===== src/sv/plqa_pkg.sv =====
`timescale 1ns / 1ps
`default_nettype none

package plqa_pkg;

  localparam int CNT_W   = 16;
  localparam int PCT_W   = 7;
  localparam int ID_W    = 8;
  localparam int GAP_W   = 7;
  localparam int LEVEL_W = 3;
  localparam int STAT_W  = 2;
  localparam int CIDX_W  = 2;
  localparam int CDATA_W = 16;
  localparam int PROD_W  = CNT_W + PCT_W;

  localparam logic [CNT_W-1:0]   CNT_MAX    = '1;
  localparam logic [PCT_W-1:0]   PCT_SCALE  = 7'd100;
  localparam logic [GAP_W-1:0]   ID_LOW_MAX = 7'd127;
  localparam logic [LEVEL_W-1:0] LEVEL_MIN  = 3'd1;
  localparam logic [LEVEL_W-1:0] LEVEL_MAX  = 3'd5;

  localparam logic [STAT_W-1:0] STATUS_ACCEPTED = 2'd0;
  localparam logic [STAT_W-1:0] STATUS_REJECTED = 2'd1;
  localparam logic [STAT_W-1:0] STATUS_CORRUPT  = 2'd2;

  localparam logic [CIDX_W-1:0] REG_WINDOW   = 2'd0;
  localparam logic [CIDX_W-1:0] REG_INC_PCT  = 2'd1;
  localparam logic [CIDX_W-1:0] REG_DEC_PCT  = 2'd2;

  localparam logic [CNT_W-1:0] WINDOW_RESET  = 16'd100;
  localparam logic [PCT_W-1:0] INC_PCT_RESET = 7'd5;
  localparam logic [PCT_W-1:0] DEC_PCT_RESET = 7'd10;

  typedef struct packed {
    logic             accept;
    logic [GAP_W-1:0] gap;
  } id_res_t;

  typedef struct packed {
    logic               clear;
    logic [LEVEL_W-1:0] level;
  } recon_t;

endpackage

`default_nettype wire


===== src/sv/plqa_if.sv =====
`timescale 1ns / 1ps
`default_nettype none

interface plqa_in_if;
  import plqa_pkg::*;
  logic            valid;
  logic            ready;
  logic            cmd;
  logic [ID_W-1:0] packet_id;
  modport source (output valid, cmd, packet_id, input ready);
  modport sink   (input valid, cmd, packet_id, output ready);
endinterface

interface plqa_out_if;
  import plqa_pkg::*;
  logic               valid;
  logic               ready;
  logic [STAT_W-1:0]  status;
  logic [GAP_W-1:0]   gap;
  logic [LEVEL_W-1:0] quality_level;
  modport source (output valid, status, gap, quality_level, input ready);
  modport sink   (input valid, status, gap, quality_level, output ready);
endinterface

interface plqa_cfg_if;
  import plqa_pkg::*;
  logic               valid;
  logic               ready;
  logic [CIDX_W-1:0]  index;
  logic [CDATA_W-1:0] data;
  modport source (output valid, index, data, input ready);
  modport sink   (input valid, index, data, output ready);
endinterface

`default_nettype wire


===== src/sv/plqa_id_check.sv =====
`timescale 1ns / 1ps
`default_nettype none

module plqa_id_check
  import plqa_pkg::*;
(
  input  wire logic [ID_W-1:0] id,
  input  wire logic [ID_W-1:0] prev,
  output id_res_t              res
);

  logic             wrap;
  logic [GAP_W-1:0] n;
  logic [GAP_W-1:0] p;
  logic [GAP_W:0]   wrap_gap;

  assign wrap     = id[ID_W-1] ^ prev[ID_W-1];
  assign n        = id[GAP_W-1:0];
  assign p        = prev[GAP_W-1:0];
  // Across the top-bit boundary the distance runs through the low-half wrap.
  assign wrap_gap = ({1'b0, ID_LOW_MAX} - {1'b0, p}) + {1'b0, n};

  always_comb begin
    if (wrap) begin
      res.accept = p > n;
      res.gap    = wrap_gap[GAP_W-1:0];
    end else begin
      res.accept = n > p;
      res.gap    = n - p - GAP_W'(1);
    end
    if (!res.accept) begin
      res.gap = '0;
    end
  end

endmodule

`default_nettype wire


===== src/sv/plqa_level_ctrl.sv =====
`timescale 1ns / 1ps
`default_nettype none

module plqa_level_ctrl
  import plqa_pkg::*;
(
  input  wire logic [CNT_W-1:0]   received,
  input  wire logic [CNT_W-1:0]   missing,
  input  wire logic [LEVEL_W-1:0] level,
  input  wire logic [CNT_W-1:0]   window,
  input  wire logic [PCT_W-1:0]   inc_pct,
  input  wire logic [PCT_W-1:0]   dec_pct,
  output recon_t                  res
);

  logic [PROD_W-1:0]  loss;
  logic [PROD_W-1:0]  down;
  logic [PROD_W-1:0]  up;
  logic [LEVEL_W-1:0] level_up;
  logic [LEVEL_W-1:0] level_dn;

  // Exact ratio compare: missing/received against pct/100 by cross products.
  assign loss = PROD_W'(missing) * PROD_W'(PCT_SCALE);
  assign down = PROD_W'(dec_pct) * PROD_W'(received);
  assign up   = PROD_W'(inc_pct) * PROD_W'(received);

  assign level_up = (level < LEVEL_MAX) ? level + LEVEL_W'(1) : level;
  assign level_dn = (level > LEVEL_MIN) ? level - LEVEL_W'(1) : level;

  always_comb begin
    res.clear = 1'b0;
    res.level = level;
    if (received >= window) begin
      if (missing == '0) begin
        res.level = level_up;
      end else begin
        res.clear = 1'b1;
        priority if (loss > down) begin
          res.level = level_dn;
        end else if (loss < up) begin
          res.level = level_up;
        end
      end
    end
  end

endmodule

`default_nettype wire


===== src/sv/packet_loss_quality_adapter_top.sv =====
`timescale 1ns / 1ps
`default_nettype none

// Packet loss quality adapter. Each input item is one packet event (good packet
// with an 8-bit sequence id, or a corrupted packet) and yields one result item
// with the event status, the id gap and the requested quality level 1..5.
// Items flow at one per clock while the result side is not stalled: an item is
// held in the input register and its result is loaded into the output register
// once that register is free or being read; the window check, the two threshold
// products and the counter updates are all combinational logic between these
// two registers. Configuration writes are always taken (cfg ready is held high)
// and should be issued only while no items are in flight.

module packet_loss_quality_adapter_top
  import plqa_pkg::*;
(
  input  wire logic  clk,
  input  wire logic  rst_n,
  plqa_in_if.sink    in_ch,
  plqa_out_if.source out_ch,
  plqa_cfg_if.sink   cfg_ch
);

  logic               in_valid_r;
  logic               in_cmd_r;
  logic [ID_W-1:0]    in_id_r;
  logic               out_valid_r;
  logic [STAT_W-1:0]  out_status_r;
  logic [GAP_W-1:0]   out_gap_r;
  logic [LEVEL_W-1:0] out_level_r;

  logic [CNT_W-1:0]   window_r;
  logic [PCT_W-1:0]   inc_pct_r;
  logic [PCT_W-1:0]   dec_pct_r;

  logic [ID_W-1:0]    last_id_r;
  logic [CNT_W-1:0]   received_r;
  logic [CNT_W-1:0]   missing_r;
  logic [LEVEL_W-1:0] level_r;

  logic [ID_W-1:0]    last_id_nxt;
  logic [CNT_W-1:0]   received_nxt;
  logic [CNT_W-1:0]   missing_nxt;
  logic [STAT_W-1:0]  status_nxt;
  logic [GAP_W-1:0]   gap_nxt;

  logic               advance;
  logic               in_take;
  logic [CNT_W-1:0]   rc_base;
  logic [CNT_W-1:0]   mc_base;
  logic [CNT_W:0]     rc_sum;
  logic [CNT_W:0]     mc_sum;
  id_res_t            id_res;
  recon_t             recon;

  assign advance      = in_valid_r && (!out_valid_r || out_ch.ready);
  assign in_ch.ready  = !in_valid_r || advance;
  assign in_take      = in_ch.valid && in_ch.ready;
  assign cfg_ch.ready = 1'b1;

  assign out_ch.valid         = out_valid_r;
  assign out_ch.status        = out_status_r;
  assign out_ch.gap           = out_gap_r;
  assign out_ch.quality_level = out_level_r;

  plqa_level_ctrl u_level_ctrl (
    .received (received_r),
    .missing  (missing_r),
    .level    (level_r),
    .window   (window_r),
    .inc_pct  (inc_pct_r),
    .dec_pct  (dec_pct_r),
    .res      (recon)
  );

  plqa_id_check u_id_check (
    .id   (in_id_r),
    .prev (last_id_r),
    .res  (id_res)
  );

  // The window check runs first; the event then updates the cleared or kept counters.
  assign rc_base = recon.clear ? '0 : received_r;
  assign mc_base = recon.clear ? '0 : missing_r;
  assign rc_sum  = {1'b0, rc_base} + (CNT_W+1)'(1);
  assign mc_sum  = {1'b0, mc_base} +
                   (in_cmd_r ? (CNT_W+1)'(1) : (CNT_W+1)'(id_res.gap));

  always_comb begin
    last_id_nxt  = last_id_r;
    received_nxt = rc_base;
    missing_nxt  = mc_base;
    gap_nxt      = '0;
    if (in_cmd_r) begin
      status_nxt  = STATUS_CORRUPT;
      missing_nxt = mc_sum[CNT_W] ? CNT_MAX : mc_sum[CNT_W-1:0];
    end else if (id_res.accept) begin
      status_nxt   = STATUS_ACCEPTED;
      gap_nxt      = id_res.gap;
      last_id_nxt  = in_id_r;
      received_nxt = rc_sum[CNT_W] ? CNT_MAX : rc_sum[CNT_W-1:0];
      missing_nxt  = mc_sum[CNT_W] ? CNT_MAX : mc_sum[CNT_W-1:0];
    end else begin
      status_nxt = STATUS_REJECTED;
    end
  end

  always_ff @(posedge clk) begin
    if (!rst_n) begin
      in_valid_r  <= 1'b0;
      out_valid_r <= 1'b0;
      window_r    <= WINDOW_RESET;
      inc_pct_r   <= INC_PCT_RESET;
      dec_pct_r   <= DEC_PCT_RESET;
      last_id_r   <= '0;
      received_r  <= '0;
      missing_r   <= '0;
      level_r     <= LEVEL_MAX;
    end else begin
      if (in_ch.ready) begin
        in_valid_r <= in_ch.valid;
      end
      if (advance) begin
        out_valid_r <= 1'b1;
        last_id_r   <= last_id_nxt;
        received_r  <= received_nxt;
        missing_r   <= missing_nxt;
        level_r     <= recon.level;
      end else if (out_ch.ready) begin
        out_valid_r <= 1'b0;
      end
      if (cfg_ch.valid) begin
        unique case (cfg_ch.index)
          REG_WINDOW:  window_r  <= cfg_ch.data[CNT_W-1:0];
          REG_INC_PCT: inc_pct_r <= cfg_ch.data[PCT_W-1:0];
          REG_DEC_PCT: dec_pct_r <= cfg_ch.data[PCT_W-1:0];
          default: ;
        endcase
      end
    end
  end

  always_ff @(posedge clk) begin
    if (in_take) begin
      in_cmd_r <= in_ch.cmd;
      in_id_r  <= in_ch.packet_id;
    end
    if (advance) begin
      out_status_r <= status_nxt;
      out_gap_r    <= gap_nxt;
      out_level_r  <= recon.level;
    end
  end

endmodule

`default_nettype wire


===== src/flat_wrapper.sv =====
// flat-port wrapper written by rule: the top's interface ports become plain ports
module packet_loss_quality_adapter_top_flat import plqa_pkg::*;
  (clk, rst_n, in_ch_valid, in_ch_cmd, in_ch_packet_id, in_ch_ready, out_ch_valid, out_ch_status, out_ch_gap, out_ch_quality_level, out_ch_ready, cfg_ch_valid, cfg_ch_index, cfg_ch_data, cfg_ch_ready);
  plqa_in_if in_ch_i ();
  plqa_out_if out_ch_i ();
  plqa_cfg_if cfg_ch_i ();
  input  wire logic clk;
  input  wire logic rst_n;
  input wire logic [$bits(in_ch_i.valid)-1:0] in_ch_valid;
  input wire logic [$bits(in_ch_i.cmd)-1:0] in_ch_cmd;
  input wire logic [$bits(in_ch_i.packet_id)-1:0] in_ch_packet_id;
  output wire logic [$bits(in_ch_i.ready)-1:0] in_ch_ready;
  output wire logic [$bits(out_ch_i.valid)-1:0] out_ch_valid;
  output wire logic [$bits(out_ch_i.status)-1:0] out_ch_status;
  output wire logic [$bits(out_ch_i.gap)-1:0] out_ch_gap;
  output wire logic [$bits(out_ch_i.quality_level)-1:0] out_ch_quality_level;
  input wire logic [$bits(out_ch_i.ready)-1:0] out_ch_ready;
  input wire logic [$bits(cfg_ch_i.valid)-1:0] cfg_ch_valid;
  input wire logic [$bits(cfg_ch_i.index)-1:0] cfg_ch_index;
  input wire logic [$bits(cfg_ch_i.data)-1:0] cfg_ch_data;
  output wire logic [$bits(cfg_ch_i.ready)-1:0] cfg_ch_ready;
  assign in_ch_i.valid = in_ch_valid;
  assign in_ch_i.cmd = in_ch_cmd;
  assign in_ch_i.packet_id = in_ch_packet_id;
  assign in_ch_ready = in_ch_i.ready;
  assign out_ch_valid = out_ch_i.valid;
  assign out_ch_status = out_ch_i.status;
  assign out_ch_gap = out_ch_i.gap;
  assign out_ch_quality_level = out_ch_i.quality_level;
  assign out_ch_i.ready = out_ch_ready;
  assign cfg_ch_i.valid = cfg_ch_valid;
  assign cfg_ch_i.index = cfg_ch_index;
  assign cfg_ch_i.data = cfg_ch_data;
  assign cfg_ch_ready = cfg_ch_i.ready;
  packet_loss_quality_adapter_top u_core (.clk(clk), .rst_n(rst_n), .in_ch(in_ch_i), .out_ch(out_ch_i), .cfg_ch(cfg_ch_i));
endmodule

===== config.mk =====
export PLATFORM = sky130hd
export DESIGN_NAME = packet_loss_quality_adapter_top_flat
export DESIGN_NICKNAME = d
export VERILOG_FILES = /design/src/sv/plqa_pkg.sv /design/src/sv/plqa_if.sv /design/src/sv/plqa_id_check.sv /design/src/sv/plqa_level_ctrl.sv /design/src/sv/packet_loss_quality_adapter_top.sv /design/src/flat_wrapper.sv
export SDC_FILE = /design/constraint.sdc
export NUM_CORES = 1
export LEC_CHECK = 0
export BUFFER_PORTS_ARGS = -buffer_cell sky130_fd_sc_hd__buf_2
export CAP_MARGIN = 20
export CORE_ASPECT_RATIO = 0.7
export CORE_MARGIN = 2
export CORE_UTILIZATION = 60
export CTS_CLUSTER_SIZE = 28
export DETAILED_ROUTE_END_ITERATION = 7
export HOLD_SLACK_MARGIN = 0.06
export PLACE_DENSITY_LB_ADDON = 0.08
export SYNTH_ARGS = -nofsm -noshare
export SYNTH_HDL_FRONTEND = slang
export SYNTH_HIERARCHICAL = 1
export SYNTH_SLANG_ARGS = --single-unit

===== constraint.sdc =====
create_clock -name clk -period 7.69 [get_ports clk]
set_input_delay 1.1535 -clock clk [delete_from_list [all_inputs] [get_ports clk]]
set_output_delay 1.1535 -clock clk [all_outputs]
set_load 0.005 [all_outputs]

==> impl_metrics.json, run 1 <==
{
  "placed_cell_area_sq_um": 15800,
  "chipHeight_um": 137,
  "port_buffers": 45,
  "clk_latency_ps": 370,
  "r2r-start": "u_core/dec_pct_r[3]",
  "synth_top_cell_by_area": "fa_1",
  "critical_path_arrival_ps": 7580,
  "synthesis.area_sq_um": 15100,
  "cts_tree": "done",
  "grt_pass1_wl_um": 64200,
  "synth_edf_count": 21,
  "numCtsBuffers": 9,
  "period_share_pct": 94.8,
  "grt_pass1_vias": 11982,
  "ys_seq_area_share_pct": 14.1,
  "num_rows": 48,
  "path_max_fanout": 9,
  "cts_buffer_depth": 2,
  "p_leak_nw": 8.28,
  "cp-end-kind": "flop",
  "htree_levels": 3,
  "hold_class": "reg2reg",
  "setup_violations": 0,
  "syn_area_per_cell_sq_um": 8.56,
  "syn_nets": 2168,
  "ctsRootBufferMaster": "clkbuf_16",
  "cts-hold-fix-buffers": 0,
  "drive_gt1_share_pct": 8.85,
  "finish.instance_area_sq_um": 16100,
  "ys.flop_type": "dfxtp_1",
  "required_ps": 7980,
  "relSlewSlack_pct": 24.8,
  "antenna_found_initial": 0,
  "slew_viol_final": 0,
  "overflow": 0,
  "core_sq_um": 24700,
  "powerDensity_nw_per_um2": 82.6,
  "n_antenna_cell": 0,
  "drc": 0,
  "ys_ff_latch": 96,
  "gp_congestion": 0.881,
  "finalClockSkew_ps": 11.6,
  "die_area_sq_um": 26500,
  "worst-slew-pin-transition_ps": 1120,
  "wl_um": 39300,
  "track_usage_pct": 30.8,
  "slowest_delay_ps": 550,
  "crit_start": "u_core/dec_pct_r[3]",
  "synthToLayoutAreaGrowth_pct": 6.26,
  "final_cell_mix": "256 x inv_1, 219 x ha_1, 195 x nand2_1, 163 x and2_1, 151 x fa_1",
  "netlist.area_leader.share_pct": 20.0,
  "drt_iter0_markers": 1120,
  "hold_slack_ps": 456,
  "cts.sinks": 96,
  "fin_cells": 2132,
  "ant_nets": 0,
  "synthesis.instances": 1766,
  "fmax_mhz": 137,
  "vias_per_cell": 5.79,
  "grt_max_degree": 38,
  "initial_core_util_pct": 61.2,
  "drt-wirelength-per-cell_um": 18.4,
  "ir_drop_v": 0.000111,
  "yosys_warnings": 6,
  "dp_hpwl_um": 32200,
  "slowest_stage": "fa_1",
  "ys_async_sr_fraction_pct": 0,
  "placed_cells": 2114,
  "synth_cell_types": 101,
  "io_pins": 47,
  "num_vias": 12348,
  "final_common_cell": "inv_1",
  "drtPass1Iterations": 5,
  "path_class": "reg2reg",
  "yosys-top-cells-area": "fa_1 20%, ha_1 18%, dfxtp_1 9.9%",
  "cap_violations": 0,
  "period_needed_ps": 7290,
  "hold_viol": 0,
  "clk_pin_slew_ps": 80,
  "setup_tns_ps": 0,
  "die_x_um": 194,
  "holdCritStartpoint": "u_core/window_r[10]",
  "start_kind": "flop",
  "status": "completed",
  "layout.nets": 2204
}
## path summary, 6_finish.rpt
kind                                            end  slack, ps  depth (start not counted)
worst max-delay path              u_core/level_r[1]        400                         32
worst min-delay path            u_core/window_r[10]        460                          2
worst max register to register    u_core/level_r[1]        400                         32
worst min register to register  u_core/window_r[10]        460                          2
## cells by family after synthesis
| group | share of synthesized area, % |
|---|---|
| simple gates | 20.7 |
| fa+ha+maj | 38.1 |
| buf+inv | 8.36 |
| compound gates | 13.9 |
| flops | 14.1 |
| xor+xnor | 3.36 |
| mux | 1.41 |
| other cells | 0.0248 |
## repair_timing
item	in CTS	in global routing
resized for setup	0	7
setup buffers	0	2
endpoints found under the setup margin	0	6
## state kept, by name, summed over array words and instances (netlist names)
| signal | cells |
|---|---|
| u_core/inc_pct_r | 7 |
| u_core/window_r | 16 |
| u_core/received_r | 16 |
| u_core/missing_r | 16 |
| u_core/level_r | 3 |
| u_core/last_id_r | 8 |
| u_core/out_ch.valid | 1 |
| u_core/out_ch.status | 2 |
| u_core/dec_pct_r | 7 |
| u_core/in_id_r | 8 |
| u_core/out_ch.gap | 7 |
| u_core/in_valid_r | 1 |
| u_core/out_ch.quality_level | 3 |
| u_core/in_cmd_r | 1 |
## where the power goes
part,switching (W),internal (W)
Clock,0.000216,0.000225
Sequential,0.0000223,0.000533
Combinational,0.000196,0.000134
Total,0.000435,0.000892
## metal layers
metal	track usage, %	wire (um)	vias to the layer above
met5	0	0	-
met4	6.45	703	0
met3	7.57	3400	44
met2	43.9	15500	469
met1	47.0	19700	5880
li1	-	-	5955
## synth_stat cells (4+ instances only)
library cell    n
o21bai_1        5
nand2b_1        9
a21oi_2         8
xor2_1         24
a31oi_1        12
mux2i_1        19
a211oi_1        7
inv_1         256
o22ai_1         6
o21ai_1         8
o211ai_1        8
and3_1          9
clkbuf_1       47
buf_6           6
a21oi_1        89
nor3b_1         4
nor3_1         27
and2_1        163
ha_1          219
o21a_1          8
a211o_1         7
xnor2_1        34
nor4_1          5
edfxtp_1       21
or4_1           4
o21ai_0        36
nand2_1       195
a22oi_1         4
or2_2           4
and4_1          5
fa_1          151
nand3_1        33
o2111ai_1       4
nor2_1         75
o221a_2         5
a21o_1         33
or3_1           5
nand4_1        16
dfxtp_1        75
nor2b_1        28
## cell type report
cell class              count  area [sq um]
well taps                 325           407
clock inverters             6          51.3
inverters                 259           972
flip-flops and latches     96          2140
clock buffers              10           229
multi-input cells        1351         11700
repair buffers             85           526
fillers                  2119          8620
## worst max-delay path, delay by kind of cell, from the launching register on
family	cells	cell delay, ps
xor+xnor	1	110
buf+inv	5	370
compound gates	10	1680
mux	2	460
fa+ha+maj	6	2730
simple gates	8	1430
flops	1	400
## per-stage QoR
step	setup WS [ps]	power [W]	util, %
floorplan	774	0.000779	-
global placement	532	0.000869	63.8
detailed placement	271	0.000878	63.8
CTS	224	0.00132	64.9
global route	-16.8	0.00139	65.1
finish	400	0.00133	65.1
Power figures use the tool's default switching activity.
==> run 2: changes to the inputs <==
--- a/config.mk
+++ b/config.mk
@@ -5,15 +5,17 @@
 export SDC_FILE = /design/constraint.sdc
 export NUM_CORES = 1
 export LEC_CHECK = 0
+export ABC_AREA = 1
 export BUFFER_PORTS_ARGS = -buffer_cell sky130_fd_sc_hd__buf_2
 export CAP_MARGIN = 20
 export CORE_ASPECT_RATIO = 0.7
 export CORE_MARGIN = 2
 export CORE_UTILIZATION = 60
-export CTS_CLUSTER_SIZE = 28
+export CTS_CLUSTER_SIZE = 8
 export DETAILED_ROUTE_END_ITERATION = 7
 export HOLD_SLACK_MARGIN = 0.06
 export PLACE_DENSITY_LB_ADDON = 0.08
+export SLEW_MARGIN = 10
 export SYNTH_ARGS = -nofsm -noshare
 export SYNTH_HDL_FRONTEND = slang
 export SYNTH_HIERARCHICAL = 1
==> run 2 against run 1 <==
Compared with the run above:
- area after synthesis rose by 6.7%
- non-clock buffer count fell by 20
- fmax rose by 11%
- final area rose by 5.6%
- global-route usage rose by 0.18 points
- first-iteration DRC count rose by 6.7%
- sequential power rose by 11%
- wire length rose by 7.5%
==> impl_metrics.json, run 2 <==
{
  "fmax_mhz": 152,
  "ys_seq_area_share_pct": 13.2,
  "p_int_w": 0.00111,
  "whs_path_depth": 2,
  "cts_resized": 0,
  "die_x_um": 200,
  "drive_gt1_share_pct": 6.28,
  "ys_async_sr_fraction_pct": 0,
  "required_ps": 7940,
  "cpMostUsedCell": "nand2_1",
  "num_vias": 14267,
  "core_sq_um": 26600,
  "postCtsSetupRepairBufs": 0,
  "r2r-start": "u_core/dec_pct_r[3]",
  "drt-wirelength-per-cell_um": 15.7,
  "syn_area_per_cell_sq_um": 6.97,
  "grt_max_degree": 47,
  "hold_class": "reg2reg",
  "synthToLayoutAreaGrowth_pct": 5.22,
  "n_antenna_cell": 0,
  "path_class": "reg2reg",
  "rsz0062_at_grt": "false",
  "path_buf_inv": 3,
  "status": "completed",
  "cts-hold-fix-buffers": 0,
  "placed_cell_area_sq_um": 16700,
  "cap_violations": 0,
  "pwr-share-clk_pct": 23.3,
  "antenna_found_initial": 0,
  "finish.instance_area_sq_um": 17000,
  "p_seq_share_pct": 31.4,
  "grt_pass1_vias": 13654,
  "power_frac_comb_pct": 45.3,
  "powerDensity_nw_per_um2": 116,
  "slowest_stage": "dfxtp_1",
  "gp_congestion": 0.981,
  "yosys-top-cells-area": "fa_1 19%, ha_1 17%, nand2_1 13%",
  "worst-slew-pin-transition_ps": 861,
  "synthesis.area_sq_um": 16100,
  "cts.sinks": 96,
  "vias_per_cell": 5.30,
  "ant_nets": 0,
  "worstRegToRegCells": 29,
  "rrSetupSlack_ps": 1120,
  "synth_cell_types": 53,
  "port_buffers": 45,
  "ir_drop_v": 0.000107,
  "overflow": 0,
  "wl_um": 42300,
  "synth_edf_count": 21,
  "period_share_pct": 85.5,
  "cp-end-kind": "flop",
  "num_rows": 50,
  "final_cell_mix": "552 x nand2_1, 542 x inv_1, 219 x ha_1, 176 x nor2_1, 151 x fa_1",
  "path_max_fanout": 17,
  "synth_most_common_cell": "nand2_1",
  "netlist.area_leader.share_pct": 18.7,
  "cts_tree": "done",
  "finalClockSkew_ps": 12.0,
  "syn_nets": 2715,
  "track_usage_pct": 31.0,
  "ys_ff_latch": 96,
  "numCtsBuffers": 9,
  "yosys_warnings": 6,
  "drc": 0,
  "slowest_delay_ps": 840,
  "crit_family": "adder cells",
  "ctsRootBufferMaster": "clkbuf_16",
  "die_area_sq_um": 28200,
  "ys_top_cells_by_count": "552 x nand2_1, 542 x inv_1, 219 x ha_1",
  "r2r-end": "u_core/level_r[1]",
  "critical_path_arrival_ps": 6820,
  "initial_core_util_pct": 60.6,
  "start_kind": "flop",
  "io_pins": 47,
  "drtPass1Iterations": 6,
  "top_regs": "u_core/missing_r: 16 flops, u_core/received_r: 16 flops, u_core/window_r: 16 flops",
  "clk_pin_slew_ps": 70,
  "layout.nets": 2723,
  "dp_hpwl_um": 34300,
  "holdCritStartpoint": "u_core/window_r[6]",
  "final_common_cell": "nand2_1",
  "grt_pass1_wl_um": 68700,
  "hold_slack_ps": 464,
  "synthesis.instances": 2313,
  "period_needed_ps": 6570,
  "final_util_pct": 63.8,
  "relSlewSlack_pct": 42.5,
  "setup_violations": 0,
  "holdPathEnd": "u_core/window_r[6]",
  "power.switching_w": 0.000850,
  "drt_iter0_markers": 1195,
  "chipHeight_um": 141,
  "slew_viol_final": 0,
  "setup_tns_ps": 0,
  "swShare_pct": 43.3,
  "hold_viol": 0,
  "clk_latency_ps": 360,
  "synth_top_cell_by_area": "fa_1",
  "p_leak_nw": 10.1,
  "cts_buffer_depth": 2,
  "ys.flop_type": "dfxtp_1",
  "htree_levels": 3
}
run 2: cell count changes after synthesis, moves of 21 or more:
cell | previous run | this run
a21o_1 | 33 | 11
nand3_1 | 33 | 77
inv_1 | 256 | 542
a21oi_1 | 89 | 122
and2_1 | 163 | 0
xor2_1 | 24 | 45
o21ai_0 | 36 | 85
nand2_1 | 195 | 552
nor2_1 | 75 | 176
nor2b_1 | 28 | 0
run 2: worst max path at each step:
stage | start | endpoint | slack, ps | cells after the start
floorplan | u_core/inc_pct_r[6] | u_core/level_r[1] | 1970 | 30
global placement | u_core/dec_pct_r[6] | u_core/level_r[1] | 1220 | 29
detailed placement | u_core/dec_pct_r[6] | u_core/level_r[1] | 1200 | 29
CTS | u_core/dec_pct_r[6] | u_core/level_r[1] | 1170 | 29
global route | u_core/dec_pct_r[3] | u_core/level_r[1] | 690 | 30
finish | u_core/dec_pct_r[3] | u_core/level_r[1] | 1120 | 29
run 2: final cells by class:
class	instances	area, sq um
clock buffer	11	254
clock inverter	5	43.8
fill	2432	9620
inverter	546	2050
multi-input combinational	1603	11600
sequential	96	2130
tap	364	455
timing repair buffer	65	383
run 2: power by group through the flow:
stage               logic (W)  registers [W]  clock network (W)
global placement     0.000846       0.000625                  0
CTS                  0.000879       0.000615           0.000465
floorplan            0.000680       0.000584                  0
detailed placement   0.000872       0.000626                  0
global route          0.00102       0.000621           0.000484
finish               0.000890       0.000616           0.000458
run 2: logic make-up after synthesis:
| group | count (synthesis) | synth area share (%) |
|---|---|---|
| other | 1 | 0.0233 |
| AO/OA/AOI/OAI | 265 | 9.26 |
| flip-flops | 96 | 13.2 |
| buffers and inverters | 614 | 14.5 |
| multiplexers | 1 | 0.0621 |
| XOR/XNOR | 72 | 4.00 |
| AND/OR/NAND/NOR | 894 | 23.2 |
| adder cells (fa/ha/maj) | 370 | 35.7 |
run 2: metrics by stage:
stage / worst slack (ps) / instances / total power [W]
after floorplan: 1970 / 2313 / 0.00126
after global placement: 1220 / 2673 / 0.00147
after detailed placement: 1200 / 2673 / 0.00150
after CTS: 1170 / 2689 / 0.00196
after global routing: 688 / 2690 / 0.00212
final: 1120 / 2690 / 0.00196
run 2: tightest hold or removal path, cell delays in order, from the launching register on:
cell     delay [ps]
dfxtp_1         330
nand2_1          50
nand3_1          50
run 2: metal layers:
layer / GRT usage [%] / vias up / wire length, um
li1: - / 7063 / -
met1: 46.6 / 6679 / 20800
met2: 46.6 / 483 / 17400
met3: 6.70 / 42 / 3620
met4: 4.64 / 0 / 463
met5: 0 / - / 0
==> run 3: changes to the inputs <==
--- a/config.mk
+++ b/config.mk
@@ -14,7 +14,8 @@
 export CTS_CLUSTER_SIZE = 8
 export DETAILED_ROUTE_END_ITERATION = 7
 export HOLD_SLACK_MARGIN = 0.06
-export PLACE_DENSITY_LB_ADDON = 0.08
+export PLACE_DENSITY = 0.77
+export SKIP_CTS_REPAIR_TIMING = 1
 export SLEW_MARGIN = 10
 export SYNTH_ARGS = -nofsm -noshare
 export SYNTH_HDL_FRONTEND = slang
==> run 3 against run 2 <==
Compared with the run above:
- count of clock-buffer cells in the layout down 2
- first-iteration DRC count up 4.8%
- critical path depth down 1
- combinational power down 0.9%
- cell count down 0.22%
- non-clock buffer count down 6
- sequential share of layout area about the same
- largest power group unchanged
- highest routed layer unchanged
==> impl_metrics.json, run 3 (same netlist as run 2, synthesis figures left out) <==
{
  "cts_buffer_depth": 2,
  "cts.sinks": 96,
  "p_total_w": 0.00195,
  "antenna_found_initial": 0,
  "initial_core_util_pct": 60.6,
  "path_buf_inv": 3,
  "top_regs": "u_core/missing_r: 16 flops, u_core/received_r: 16 flops, u_core/window_r: 16 flops",
  "layout.nets": 2717,
  "setup_violations": 0,
  "worst-slew-pin-transition_ps": 989,
  "rsz0062_at_grt": "false",
  "drive_gt1_share_pct": 6.08,
  "use_met1_pct": 45.7,
  "num_vias": 14310,
  "start_kind": "flop",
  "overflow": 0,
  "chipHeight_um": 141,
  "wl_um": 41300,
  "setup_tns_ps": 0,
  "vias_per_cell": 5.33,
  "hold_viol": 0,
  "drt_iter0_markers": 1252,
  "multi_input_area_sq_um": 11600,
  "p_leak_nw": 10.0,
  "cp-end-kind": "flop",
  "core_sq_um": 26600,
  "critical_path_arrival_ps": 6890,
  "clk_pin_slew_ps": 80,
  "numCtsBuffers": 9,
  "final_cell_mix": "552 x nand2_1, 542 x inv_1, 219 x ha_1, 176 x nor2_1, 151 x fa_1",
  "use_met2_pct": 47.0,
  "port_buffers": 45,
  "fin_cells": 2684,
  "cap_violations": 0,
  "finalClockSkew_ps": 13.4,
  "use_met3_pct": 5.05,
  "cpMostUsedCell": "nand2_1",
  "ant_nets": 0,
  "grt_pass1_vias": 13720,
  "ir_drop_v": 0.000103,
  "crit_family": "adder cells",
  "io_pins": 47,
  "slowest_delay_ps": 980,
  "required_ps": 7930,
  "final_common_cell": "nand2_1",
  "grt_max_degree": 47,
  "drtPass1Iterations": 5,
  "gp_congestion": 0.952,
  "grt_pass1_wl_um": 68500,
  "die_area_sq_um": 28200,
  "clk_latency_ps": 360,
  "drc": 0,
  "grt-busiest-layer": "met2",
  "fill_cells": 2393,
  "path_class": "reg2reg",
  "powerDensity_nw_per_um2": 115,
  "hold_class": "reg2reg",
  "status": "completed",
  "die_x_um": 200,
  "track_usage_pct": 30.5,
  "dp_hpwl_um": 33300,
  "relSlewSlack_pct": 34.0,
  "htree_levels": 3,
  "regArea_sq_um": 2130,
  "num_rows": 50,
  "slowest_stage": "dfxtp_1",
  "n_antenna_cell": 0,
  "period_needed_ps": 6650,
  "fmax_mhz": 150,
  "placed_cells": 2667,
  "final_util_pct": 63.7,
  "ctsRootBufferMaster": "clkbuf_16",
  "drt-wirelength-per-cell_um": 15.4,
  "period_share_pct": 86.5,
  "path_max_fanout": 20,
  "cts_tree": "done",
  "slew_viol_final": 0,
  "synthToLayoutAreaGrowth_pct": 4.95
}
run 3: cell types whose count changed in the layout (fill, tap and decap cells not counted):
| cell | delta |
|---|---|
| buf_16 | +1 |
| clkinv_4 | -1 |
| clkinv_2 | +1 |
| clkinvlp_4 | +1 |
| inv_6 | -1 |
| buf_4 | -6 |
| clkbuf_16 | -1 |
| inv_8 | +2 |
| clkbuf_1 | -1 |
| buf_8 | -1 |
run 3: layer usage:
layer	part of all wire [%]	vias to the layer above	wire length, um
met3	8.1	33	3350
met2	43	533	17600
met1	48	6683	19900
li1	-	7061	-
met5	0	-	0
met4	1.0	0	413
run 3: worst register-to-register path, delay by kind of cell, from the launching register on:
family,cells,cell delay (ps)
buf+inv,3,230
fa+ha+maj,6,2710
simple gates,13,1030
compound gates,6,1570
flops,1,980
run 3: where the power goes:
part	leakage (nW)	switching, W	internal, W
clock	0.140	0.000221	0.000227
sequential	0.814	0.0000692	0.000548
combinational	9.07	0.000564	0.000318
run 3: layout make-up:
class / instances / share of cell area, %
Clock inverter: 7 / 0.362
Multi-Input combinational cell: 1603 / 68.8
Clock buffer: 9 / 1.33
Timing Repair Buffer: 59 / 2.07
Inverter: 546 / 12.1
Tap cell: 364 / 2.69
Sequential cell: 96 / 12.6
run 3: path summary, 6_finish.rpt:
kind | cells past startpoint | slack (ps) | end | startpoint
max | 28 | 1040 | u_core/level_r[1] | u_core/received_r[7]
min | 2 | 470 | u_core/window_r[5] | u_core/window_r[5]
max reg2reg | 28 | 1040 | u_core/level_r[1] | u_core/received_r[7]
min reg2reg | 2 | 470 | u_core/window_r[5] | u_core/window_r[5]
run 3: stage by stage:
step                      worst slack, ps  area (sq um)  hold WS [ps]
after floorplan                      1970         16100           421
after global placement               1350         16600           443
after detailed placement             1230         16600           451
after CTS                            1180         16900           471
after global routing                  570         16900           517
final                                1040         16900           466
